--- src/rtl/core/arp_pkg.sv ---
// Shared types, codes and decode helper for the ARP cache and responder.
// No dependencies; every other file imports this package.
package arp_pkg;

    // Cache geometry default
    localparam int ARP_ENTRIES = 16;

    // Configuration port
    localparam int CFG_IDX_W  = 2;
    localparam int CFG_DATA_W = 48;
    localparam logic [CFG_IDX_W-1:0] CFG_OWN_IP  = 2'd0;
    localparam logic [CFG_IDX_W-1:0] CFG_OWN_MAC = 2'd1;

    // Operation codes
    localparam logic [1:0] OP_PKT    = 2'd0;
    localparam logic [1:0] OP_LOOKUP = 2'd1;
    localparam logic [1:0] OP_ADD    = 2'd2;

    // Status codes
    localparam logic [2:0] ST_REQ_LEARNED = 3'd0;
    localparam logic [2:0] ST_REP_LEARNED = 3'd1;
    localparam logic [2:0] ST_ADDED       = 3'd2;
    localparam logic [2:0] ST_HIT         = 3'd3;
    localparam logic [2:0] ST_MISS        = 3'd4;
    localparam logic [2:0] ST_SHORT       = 3'd5;
    localparam logic [2:0] ST_BAD_TYPE    = 3'd6;
    localparam logic [2:0] ST_BAD_OPCODE  = 3'd7;

    // ARP header constants
    localparam logic [10:0] ARP_MIN_LEN  = 11'd28;
    localparam logic [15:0] HW_ETHERNET  = 16'h0001;
    localparam logic [15:0] PROTO_IPV4   = 16'h0800;
    localparam logic [15:0] OPC_REQUEST  = 16'h0001;
    localparam logic [15:0] OPC_REPLY    = 16'h0002;

    typedef struct packed {
        logic [1:0]  op;
        logic [10:0] pkt_len;
        logic [15:0] hw_type;
        logic [15:0] prot_type;
        logic [15:0] arp_opcode;
        logic [31:0] peer_ip;
        logic [47:0] peer_mac;
        logic [31:0] tgt_ip;
    } arp_cmd_t;

    typedef struct packed {
        logic [2:0]  status;
        logic        send_reply;
        logic [47:0] reply_mac;
        logic [31:0] reply_ip;
        logic [47:0] found_mac;
        logic        overwrote_first;
    } arp_res_t;

    // Search token walking down the row of cells
    typedef struct packed {
        logic        vld;
        logic        hit;
        logic        free;
        logic [31:0] ip;
        logic [47:0] mac;
    } arp_tok_t;

    // Broadcast write into the row; the cell index travels beside it
    typedef struct packed {
        logic        en;
        logic [31:0] ip;
        logic [47:0] mac;
    } arp_wr_t;

    // Decoded command
    typedef struct packed {
        logic [2:0] status;
        logic       learn;
        logic       lookup;
    } arp_dec_t;

    typedef enum logic [1:0] {
        ST_IDLE,
        ST_SCAN,
        ST_DONE
    } arp_state_t;

    // Classify a command: fixed status, and whether it needs the cache
    function automatic arp_dec_t arp_decode(arp_cmd_t c);
        arp_dec_t d;
        d.status = ST_BAD_OPCODE;
        d.learn  = 1'b0;
        d.lookup = 1'b0;
        unique case (c.op)
            OP_ADD:
            begin
                d.status = ST_ADDED;
                d.learn  = 1'b1;
            end
            OP_LOOKUP:
            begin
                d.status = ST_MISS;
                d.lookup = 1'b1;
            end
            OP_PKT:
            begin
                priority if (c.pkt_len < ARP_MIN_LEN)
                begin
                    d.status = ST_SHORT;
                end
                else if (c.hw_type != HW_ETHERNET || c.prot_type != PROTO_IPV4)
                begin
                    d.status = ST_BAD_TYPE;
                end
                else if (c.arp_opcode == OPC_REQUEST)
                begin
                    d.status = ST_REQ_LEARNED;
                    d.learn  = 1'b1;
                end
                else if (c.arp_opcode == OPC_REPLY)
                begin
                    d.status = ST_REP_LEARNED;
                    d.learn  = 1'b1;
                end
                else
                begin
                    d.status = ST_BAD_OPCODE;
                end
            end
            default:
            begin
                d.status = ST_BAD_OPCODE;
            end
        endcase
        return d;
    endfunction

endpackage

--- src/rtl/core/arp_cmd_if.sv ---
// Command channel interface: valid/ready handshake with an ARP command payload.
// Depends on arp_pkg.
interface arp_cmd_if import arp_pkg::*; ();
    logic     valid;
    logic     ready;
    arp_cmd_t data;

    modport source (output valid, output data, input ready);
    modport sink   (input valid, input data, output ready);
endinterface

--- src/rtl/core/arp_res_if.sv ---
// Result channel interface: valid/ready handshake with an ARP result payload.
// Depends on arp_pkg.
interface arp_res_if import arp_pkg::*; ();
    logic     valid;
    logic     ready;
    arp_res_t data;

    modport source (output valid, output data, input ready);
    modport sink   (input valid, input data, output ready);
endinterface

--- src/rtl/core/arp_cell.sv ---
// One cache entry of the search row: holds IP, MAC and valid, compares the
// passing token and registers it for the next cell. Depends on arp_pkg.
module arp_cell import arp_pkg::*;
#(
    parameter int IDX_W  = 4,
    parameter int MY_IDX = 0
)
(
    input  logic             clk,
    input  logic             rst_n,
    input  arp_tok_t         tok_i,
    input  logic [IDX_W-1:0] hit_idx_i,
    input  logic [IDX_W-1:0] free_idx_i,
    output arp_tok_t         tok_o,
    output logic [IDX_W-1:0] hit_idx_o,
    output logic [IDX_W-1:0] free_idx_o,
    input  arp_wr_t          wr,
    input  logic [IDX_W-1:0] wr_idx
);

    localparam logic [IDX_W-1:0] SELF = IDX_W'(MY_IDX);

    logic             valid_reg;
    logic [31:0]      ip_reg;
    logic [47:0]      mac_reg;
    arp_tok_t         tok_reg, tok_next;
    logic [IDX_W-1:0] hit_idx_reg, hit_idx_next;
    logic [IDX_W-1:0] free_idx_reg, free_idx_next;
    logic             sel;
    logic             match;
    logic             vacant;

    assign sel = wr.en && (wr_idx == SELF);

    // Entry valid bit
    always_ff @(posedge clk or negedge rst_n)
    begin
        if (!rst_n)
        begin
            valid_reg <= 1'b0;
        end
        else if (sel)
        begin
            valid_reg <= 1'b1;
        end
    end

    // Entry payload
    always_ff @(posedge clk)
    begin
        if (sel)
        begin
            ip_reg  <= wr.ip;
            mac_reg <= wr.mac;
        end
    end

    // Compare: first valid match wins, first vacant entry is remembered
    always_comb
    begin
        match  = tok_i.vld && !tok_i.hit && valid_reg && (ip_reg == tok_i.ip);
        vacant = tok_i.vld && !tok_i.free && !valid_reg;

        tok_next      = tok_i;
        hit_idx_next  = hit_idx_i;
        free_idx_next = free_idx_i;
        if (match)
        begin
            tok_next.hit = 1'b1;
            tok_next.mac = mac_reg;
            hit_idx_next = SELF;
        end
        if (vacant)
        begin
            tok_next.free = 1'b1;
            free_idx_next = SELF;
        end
    end

    // Token stage towards the next cell
    always_ff @(posedge clk or negedge rst_n)
    begin
        if (!rst_n)
        begin
            tok_reg <= '0;
        end
        else
        begin
            tok_reg <= tok_next;
        end
    end

    always_ff @(posedge clk)
    begin
        hit_idx_reg  <= hit_idx_next;
        free_idx_reg <= free_idx_next;
    end

    assign tok_o      = tok_reg;
    assign hit_idx_o  = hit_idx_reg;
    assign free_idx_o = free_idx_reg;

endmodule

--- src/rtl/core/arp_cache_and_responder.sv ---
// ARP cache and responder. Commands that use the cache (add, lookup, valid
// request/reply) send a search token down the row, one cell per cycle;
// rejected packets skip the search. One command at a time: the next is taken
// once the last result is registered, which waits while res.ready holds it off.
// Reset (rst_n, async low) clears all entry valid bits, own_ip and the FSM.
module arp_cache_and_responder import arp_pkg::*;
#(
    parameter int ENTRIES = ARP_ENTRIES
)
(
    input  logic                  clk,
    input  logic                  rst_n,
    arp_cmd_if.sink               cmd,
    arp_res_if.source             res,
    input  logic                  cfg_we,
    input  logic [CFG_IDX_W-1:0]  cfg_index,
    input  logic [CFG_DATA_W-1:0] cfg_wdata
);

    localparam int IDX_W = (ENTRIES > 1) ? $clog2(ENTRIES) : 1;

    arp_state_t       state_reg, state_next;
    arp_cmd_t         item_reg;
    arp_dec_t         dec_reg, dec_in;
    arp_tok_t         start_reg, start_next;
    logic [31:0]      own_ip_reg;
    logic             res_valid_reg, res_valid_next;
    arp_res_t         res_data_reg, res_data_next;
    logic             hit_reg, free_reg;
    logic [IDX_W-1:0] hit_idx_reg, free_idx_reg;
    logic [47:0]      hit_mac_reg;
    logic             accept;
    logic             done_fire;
    logic             needs_scan;
    arp_wr_t          wr;
    logic [IDX_W-1:0] wr_idx;

    arp_tok_t         tok [ENTRIES+1];
    logic [IDX_W-1:0] hidx [ENTRIES+1];
    logic [IDX_W-1:0] fidx [ENTRIES+1];

    assign dec_in     = arp_decode(cmd.data);
    assign needs_scan = dec_in.learn || dec_in.lookup;
    assign accept     = cmd.valid && cmd.ready;

    // Configuration: own MAC affects no result field, so only own IP is kept
    always_ff @(posedge clk or negedge rst_n)
    begin
        if (!rst_n)
        begin
            own_ip_reg <= '0;
        end
        else if (cfg_we && cfg_index == CFG_OWN_IP)
        begin
            own_ip_reg <= cfg_wdata[31:0];
        end
    end

    // Next state
    always_comb
    begin
        state_next = state_reg;
        unique case (state_reg)
            ST_IDLE:
            begin
                if (accept)
                begin
                    state_next = needs_scan ? ST_SCAN : ST_DONE;
                end
            end
            ST_SCAN:
            begin
                if (tok[ENTRIES].vld)
                begin
                    state_next = ST_DONE;
                end
            end
            ST_DONE:
            begin
                if (done_fire)
                begin
                    state_next = ST_IDLE;
                end
            end
            default:
            begin
                state_next = ST_IDLE;
            end
        endcase
    end

    // FSM outputs: handshake, search launch, cache write and result
    always_comb
    begin
        cmd.ready = (state_reg == ST_IDLE);
        done_fire = (state_reg == ST_DONE) && (!res_valid_reg || res.ready);

        start_next     = '0;
        start_next.vld = accept && needs_scan;
        start_next.ip  = cmd.data.peer_ip;

        // Write target: matching entry, else first vacant, else entry 0
        wr.en  = done_fire && dec_reg.learn;
        wr.ip  = item_reg.peer_ip;
        wr.mac = item_reg.peer_mac;
        priority if (hit_reg)
        begin
            wr_idx = hit_idx_reg;
        end
        else if (free_reg)
        begin
            wr_idx = free_idx_reg;
        end
        else
        begin
            wr_idx = '0;
        end

        res_data_next                 = '0;
        res_data_next.status          = dec_reg.status;
        res_data_next.overwrote_first = dec_reg.learn && !hit_reg && !free_reg;
        if (dec_reg.lookup)
        begin
            res_data_next.status    = hit_reg ? ST_HIT : ST_MISS;
            res_data_next.found_mac = hit_reg ? hit_mac_reg : '0;
        end
        if (dec_reg.learn && dec_reg.status == ST_REQ_LEARNED
            && item_reg.tgt_ip == own_ip_reg)
        begin
            res_data_next.send_reply = 1'b1;
            res_data_next.reply_mac  = item_reg.peer_mac;
            res_data_next.reply_ip   = item_reg.peer_ip;
        end

        priority if (done_fire)
        begin
            res_valid_next = 1'b1;
        end
        else if (res.ready)
        begin
            res_valid_next = 1'b0;
        end
        else
        begin
            res_valid_next = res_valid_reg;
        end
    end

    // Control registers
    always_ff @(posedge clk or negedge rst_n)
    begin
        if (!rst_n)
        begin
            state_reg     <= ST_IDLE;
            start_reg     <= '0;
            res_valid_reg <= 1'b0;
        end
        else
        begin
            state_reg     <= state_next;
            start_reg     <= start_next;
            res_valid_reg <= res_valid_next;
        end
    end

    // Command capture, search summary and result payload
    always_ff @(posedge clk)
    begin
        if (accept)
        begin
            item_reg <= cmd.data;
            dec_reg  <= dec_in;
        end
        if (state_reg == ST_SCAN && tok[ENTRIES].vld)
        begin
            hit_reg      <= tok[ENTRIES].hit;
            free_reg     <= tok[ENTRIES].free;
            hit_mac_reg  <= tok[ENTRIES].mac;
            hit_idx_reg  <= hidx[ENTRIES];
            free_idx_reg <= fidx[ENTRIES];
        end
        if (done_fire)
        begin
            res_data_reg <= res_data_next;
        end
    end

    assign res.valid = res_valid_reg;
    assign res.data  = res_data_reg;

    // Row of cache cells
    assign tok[0]  = start_reg;
    assign hidx[0] = '0;
    assign fidx[0] = '0;

    for (genvar i = 0; i < ENTRIES; i++)
    begin : g_cell
        arp_cell #(
            .IDX_W  (IDX_W),
            .MY_IDX (i)
        ) u_cell (
            .clk        (clk),
            .rst_n      (rst_n),
            .tok_i      (tok[i]),
            .hit_idx_i  (hidx[i]),
            .free_idx_i (fidx[i]),
            .tok_o      (tok[i+1]),
            .hit_idx_o  (hidx[i+1]),
            .free_idx_o (fidx[i+1]),
            .wr         (wr),
            .wr_idx     (wr_idx)
        );
    end

    // The search token only leaves the row while a scan is pending
    a_tok_in_scan: assert property (@(posedge clk) disable iff (!rst_n)
        tok[ENTRIES].vld |-> state_reg == ST_SCAN)
        else $error("search token left the row outside a scan");

    // A command that needs the cache goes to the scan
    a_scan_entry: assert property (@(posedge clk) disable iff (!rst_n)
        (accept && needs_scan) |=> state_reg == ST_SCAN)
        else $error("cache command did not start a scan");

    // Overwrite of entry 0 only reported for learning commands
    a_ovr_learn: assert property (@(posedge clk) disable iff (!rst_n)
        (res.valid && res.data.overwrote_first) |->
        (res.data.status == ST_ADDED || res.data.status == ST_REQ_LEARNED
         || res.data.status == ST_REP_LEARNED))
        else $error("overwrite flagged on a non-learning result");

    // Replies only answer learned requests
    a_reply_req: assert property (@(posedge clk) disable iff (!rst_n)
        (res.valid && res.data.send_reply) |-> res.data.status == ST_REQ_LEARNED)
        else $error("reply requested for a non-request result");

endmodule

--- src/flat_wrapper.sv ---
// flat-port wrapper written by rule: the top's interface ports become plain ports
module arp_cache_and_responder_flat import arp_pkg::*;
#(
    parameter int ENTRIES = ARP_ENTRIES
)
  (clk, rst_n, cfg_we, cfg_index, cfg_wdata, cmd_valid, cmd_data, cmd_ready, res_valid, res_data, res_ready);
  arp_cmd_if cmd_i ();
  arp_res_if res_i ();
  input  logic clk;
  input  logic rst_n;
  input  logic cfg_we;
  input  logic [CFG_IDX_W-1:0] cfg_index;
  input  logic [CFG_DATA_W-1:0] cfg_wdata;
  input wire logic [$bits(cmd_i.valid)-1:0] cmd_valid;
  input wire logic [$bits(cmd_i.data)-1:0] cmd_data;
  output wire logic [$bits(cmd_i.ready)-1:0] cmd_ready;
  output wire logic [$bits(res_i.valid)-1:0] res_valid;
  output wire logic [$bits(res_i.data)-1:0] res_data;
  input wire logic [$bits(res_i.ready)-1:0] res_ready;
  assign cmd_i.valid = cmd_valid;
  assign cmd_i.data = cmd_data;
  assign cmd_ready = cmd_i.ready;
  assign res_valid = res_i.valid;
  assign res_data = res_i.data;
  assign res_i.ready = res_ready;
  arp_cache_and_responder #(.ENTRIES(ENTRIES)) u_core (.clk(clk), .rst_n(rst_n), .cmd(cmd_i), .res(res_i), .cfg_we(cfg_we), .cfg_index(cfg_index), .cfg_wdata(cfg_wdata));
endmodule
--- config.mk ---
export PLATFORM = sky130hd
export DESIGN_NAME = arp_cache_and_responder_flat
export DESIGN_NICKNAME = d
export VERILOG_FILES = /design/src/rtl/core/arp_pkg.sv /design/src/rtl/core/arp_cmd_if.sv /design/src/rtl/core/arp_res_if.sv /design/src/rtl/core/arp_cell.sv /design/src/rtl/core/arp_cache_and_responder.sv /design/src/flat_wrapper.sv
export SDC_FILE = /design/constraint.sdc
export NUM_CORES = 2
export LEC_CHECK = 0
export ABC_AREA = 1
export BUFFER_PORTS_ARGS = -buffer_cell sky130_fd_sc_hd__buf_2
export CAP_MARGIN = 20
export CORE_ASPECT_RATIO = 1.75
export CORE_MARGIN = 1
export CORE_UTILIZATION = 53
export CTS_CLUSTER_DIAMETER = 40
export DETAILED_ROUTE_END_ITERATION = 6
export PLACE_DENSITY = 0.67
export SLEW_MARGIN = 20
export SYNTH_ARGS = -nofsm -noshare
export SYNTH_HDL_FRONTEND = slang
export SYNTH_HIERARCHICAL = 1
export SYNTH_SLANG_ARGS = --single-unit
export TNS_END_PERCENT = 10
--- constraint.sdc ---
create_clock -name clk -period 29.9 [get_ports clk]
set_clock_uncertainty 0.15 [all_clocks]
set_input_delay 5.98 -clock clk [delete_from_list [all_inputs] [get_ports clk]]
set_output_delay 5.98 -clock clk [all_outputs]
set_load 0.02 [all_outputs]
==> impl_metrics.py <==
metrics = {
    "yosys": {
        "yosys_warnings": 6,
        "avgSynthCellArea_um2": 12.7,
        "synth_area_um2": 113000,
        "synthCells": 8848,
    },
    "hold_path": {
        "hp-class": "reg2reg",
        "min_from": "u_core/g_cell[6].u_cell/tok_o[74]$_DFF_PN0_",
    },
    "route": {
        "wl_per_cell_um": 19.3,
        "drc": 0,
        "dr.pass1.iters": 7,
        "drt.antenna.violating_nets": 0,
        "detail_route.iter0.violations": 3785,
        "wl_um": 239000,
        "via_per_inst": 5.10,
        "via_count": 63000,
    },
    "placement": {
        "port_buffers": 344,
        "place_congestion": 0.817,
        "dp_hpwl_um": 165000,
    },
    "setup_path": {
        "reg2reg_from": "u_core/dec_reg[2]$_DFFE_PP_",
        "crit_required_ps": 30630,
        "criticalPathCategory": "in2async",
        "startpoint": "rst_n",
        "cp_max_fo": 173,
        "worst_ep_arrival_time_ps": 9890,
        "start_kind": "primary input",
        "r2r_slack_ps": 25660,
        "critical_path.endpoint_type": "async pin",
    },
    "die": {
        "io_pins": 363,
        "die_w_um": 351,
        "dieArea_um2": 215000,
        "initial_core_util_pct": 53.4,
        "fp.coreArea_um2": 211000,
        "rows": 223,
        "die_h_um": 612,
    },
    "global_routing": {
        "grt_pass1_vias": 65900,
        "grt_overflow": 0,
        "antenna_found_initial": 6,
        "grt_util_met1_pct": 22.2,
        "busiest_layer": "met2",
        "grt_max_degree": 174,
        "grtUsageTotal_pct": 22.5,
        "grtUsageMet3_pct": 2.98,
        "grt_first_pass_wirelength_um": 366000,
        "met2_usage_pct": 44.6,
    },
    "final_layout": {
        "drive_above_1_share_pct": 11.9,
        "synthToLayoutAreaGrowth_pct": 11.4,
        "nets": 9542,
        "largest_reg_flops": 1296,
    },
    "power": {
        "peakVddDrop_mv": 0.0739,
        "power.density_nw_per_um2": 73.3,
        "p_leak_nw": 54.8,
    },
    "timing": {
        "hold_viol_final": 0,
        "fin_setup_tns_ps": 0,
        "tightestPinTransition_ps": 1120,
        "holdWs_ps": 202,
        "setup_violations": 0,
        "timing.final.crit_share_pct": 30.6,
        "period_minus_slack_ps": 9160,
        "grt_setup_unrepaired": "false",
        "slew_violations": 0,
        "fmax_ghz": 0.109,
        "slew_headroom_pct": 25.4,
    },
    "clock_tree": {
        "cts_num_sinks": 3096,
        "cts_hold_buf": 0,
        "htree_levels": 5,
        "post_cts_buffers": 0,
        "cts_tree": "yes",
        "cts_buffer_depth": 4,
        "ctsResizeCount": 0,
        "cts_buffers": 284,
        "clk_pin_slew_ps": 70,
        "insertion_delay_ps": 850,
        "cts_root_buffer": "clkbuf_16",
    },
    "flow_run": {
        "cap_violations": 0,
    },
    "run_status": {
        "outcome": "finished, final reports clean",
    },
}
## placed cells by master, fill, tap and decap left out, types with 128 or more instances in the layout
| cell type | n |
|---|---|
| buf_2 | 343 |
| clkbuf_16 | 295 |
| dfrtp_1 | 1380 |
| dfxtp_1 | 128 |
| edfxtp_1 | 1588 |
| inv_1 | 930 |
| nand2_1 | 2782 |
| nand4_1 | 773 |
| nor2_1 | 302 |
| xnor2_1 | 168 |
## layout make-up
cell class	instances	area [um2]
repair buffers	468	2710
multi-input cells	4502	21800
clock inverters	121	1170
diodes	5	12.5
inverters	962	3610
fillers	16300	85700
clock buffers	392	8010
flip-flops and latches	3096	84800
well taps	2812	3520
## per-stage QoR
| stage | cells | instance area (um2) | setup WS, ps | util (%) | power, mW |
|---|---|---|---|---|---|
| floorplan | 8906 | 113000 | 14230 | - | 5.41 |
| global placement | 11800 | 116000 | 19820 | 55.1 | 5.71 |
| detailed placement | 11800 | 116000 | 19650 | 55.1 | 5.74 |
| CTS | 12400 | 126000 | 20560 | 59.4 | 9.29 |
| global route | 12400 | 126000 | 20110 | 59.4 | 9.53 |
| finish | 12400 | 126000 | 20740 | 59.4 | 9.20 |
## worst paths after layout
kind / end / depth (start not counted)
max: u_core/g_cell[9].u_cell/tok_o[34]$_DFF_PN0_ / 5
min: u_core/g_cell[7].u_cell/tok_o[74]$_DFF_PN0_ / 0
max reg2reg: u_core/res.data[74]$_SDFFCE_PN0P_ / 8
min reg2reg: u_core/g_cell[7].u_cell/tok_o[74]$_DFF_PN0_ / 0
max in group clk: u_core/g_cell[9].u_cell/ip_reg[16]$_DFFE_PP_ / 8
min in group asynchronous: u_core/g_cell[0].u_cell/tok_o[49]$_DFF_PN0_ / 1
## report_power, final
part	switching, mW	internal (mW)
Clock	1.53	2.02
Combinational	0.394	0.148
Sequential	0.225	4.87
## routing by layer
| metal | part of all wire (%) | vias up |
|---|---|---|
| met4 | 5.1 | 0 |
| met3 | 3.7 | 486 |
| met2 | 58 | 1274 |
| li1 | - | 30000 |
| met1 | 33 | 31200 |
| met5 | 0 | - |
## worst max-delay path, cell delays in order
cell	delay, ps
buf_12	460
buf_12	690
buf_4	710
buf_4	780
buf_4	700
No activity file was read; power rests on OpenSTA's default activity.
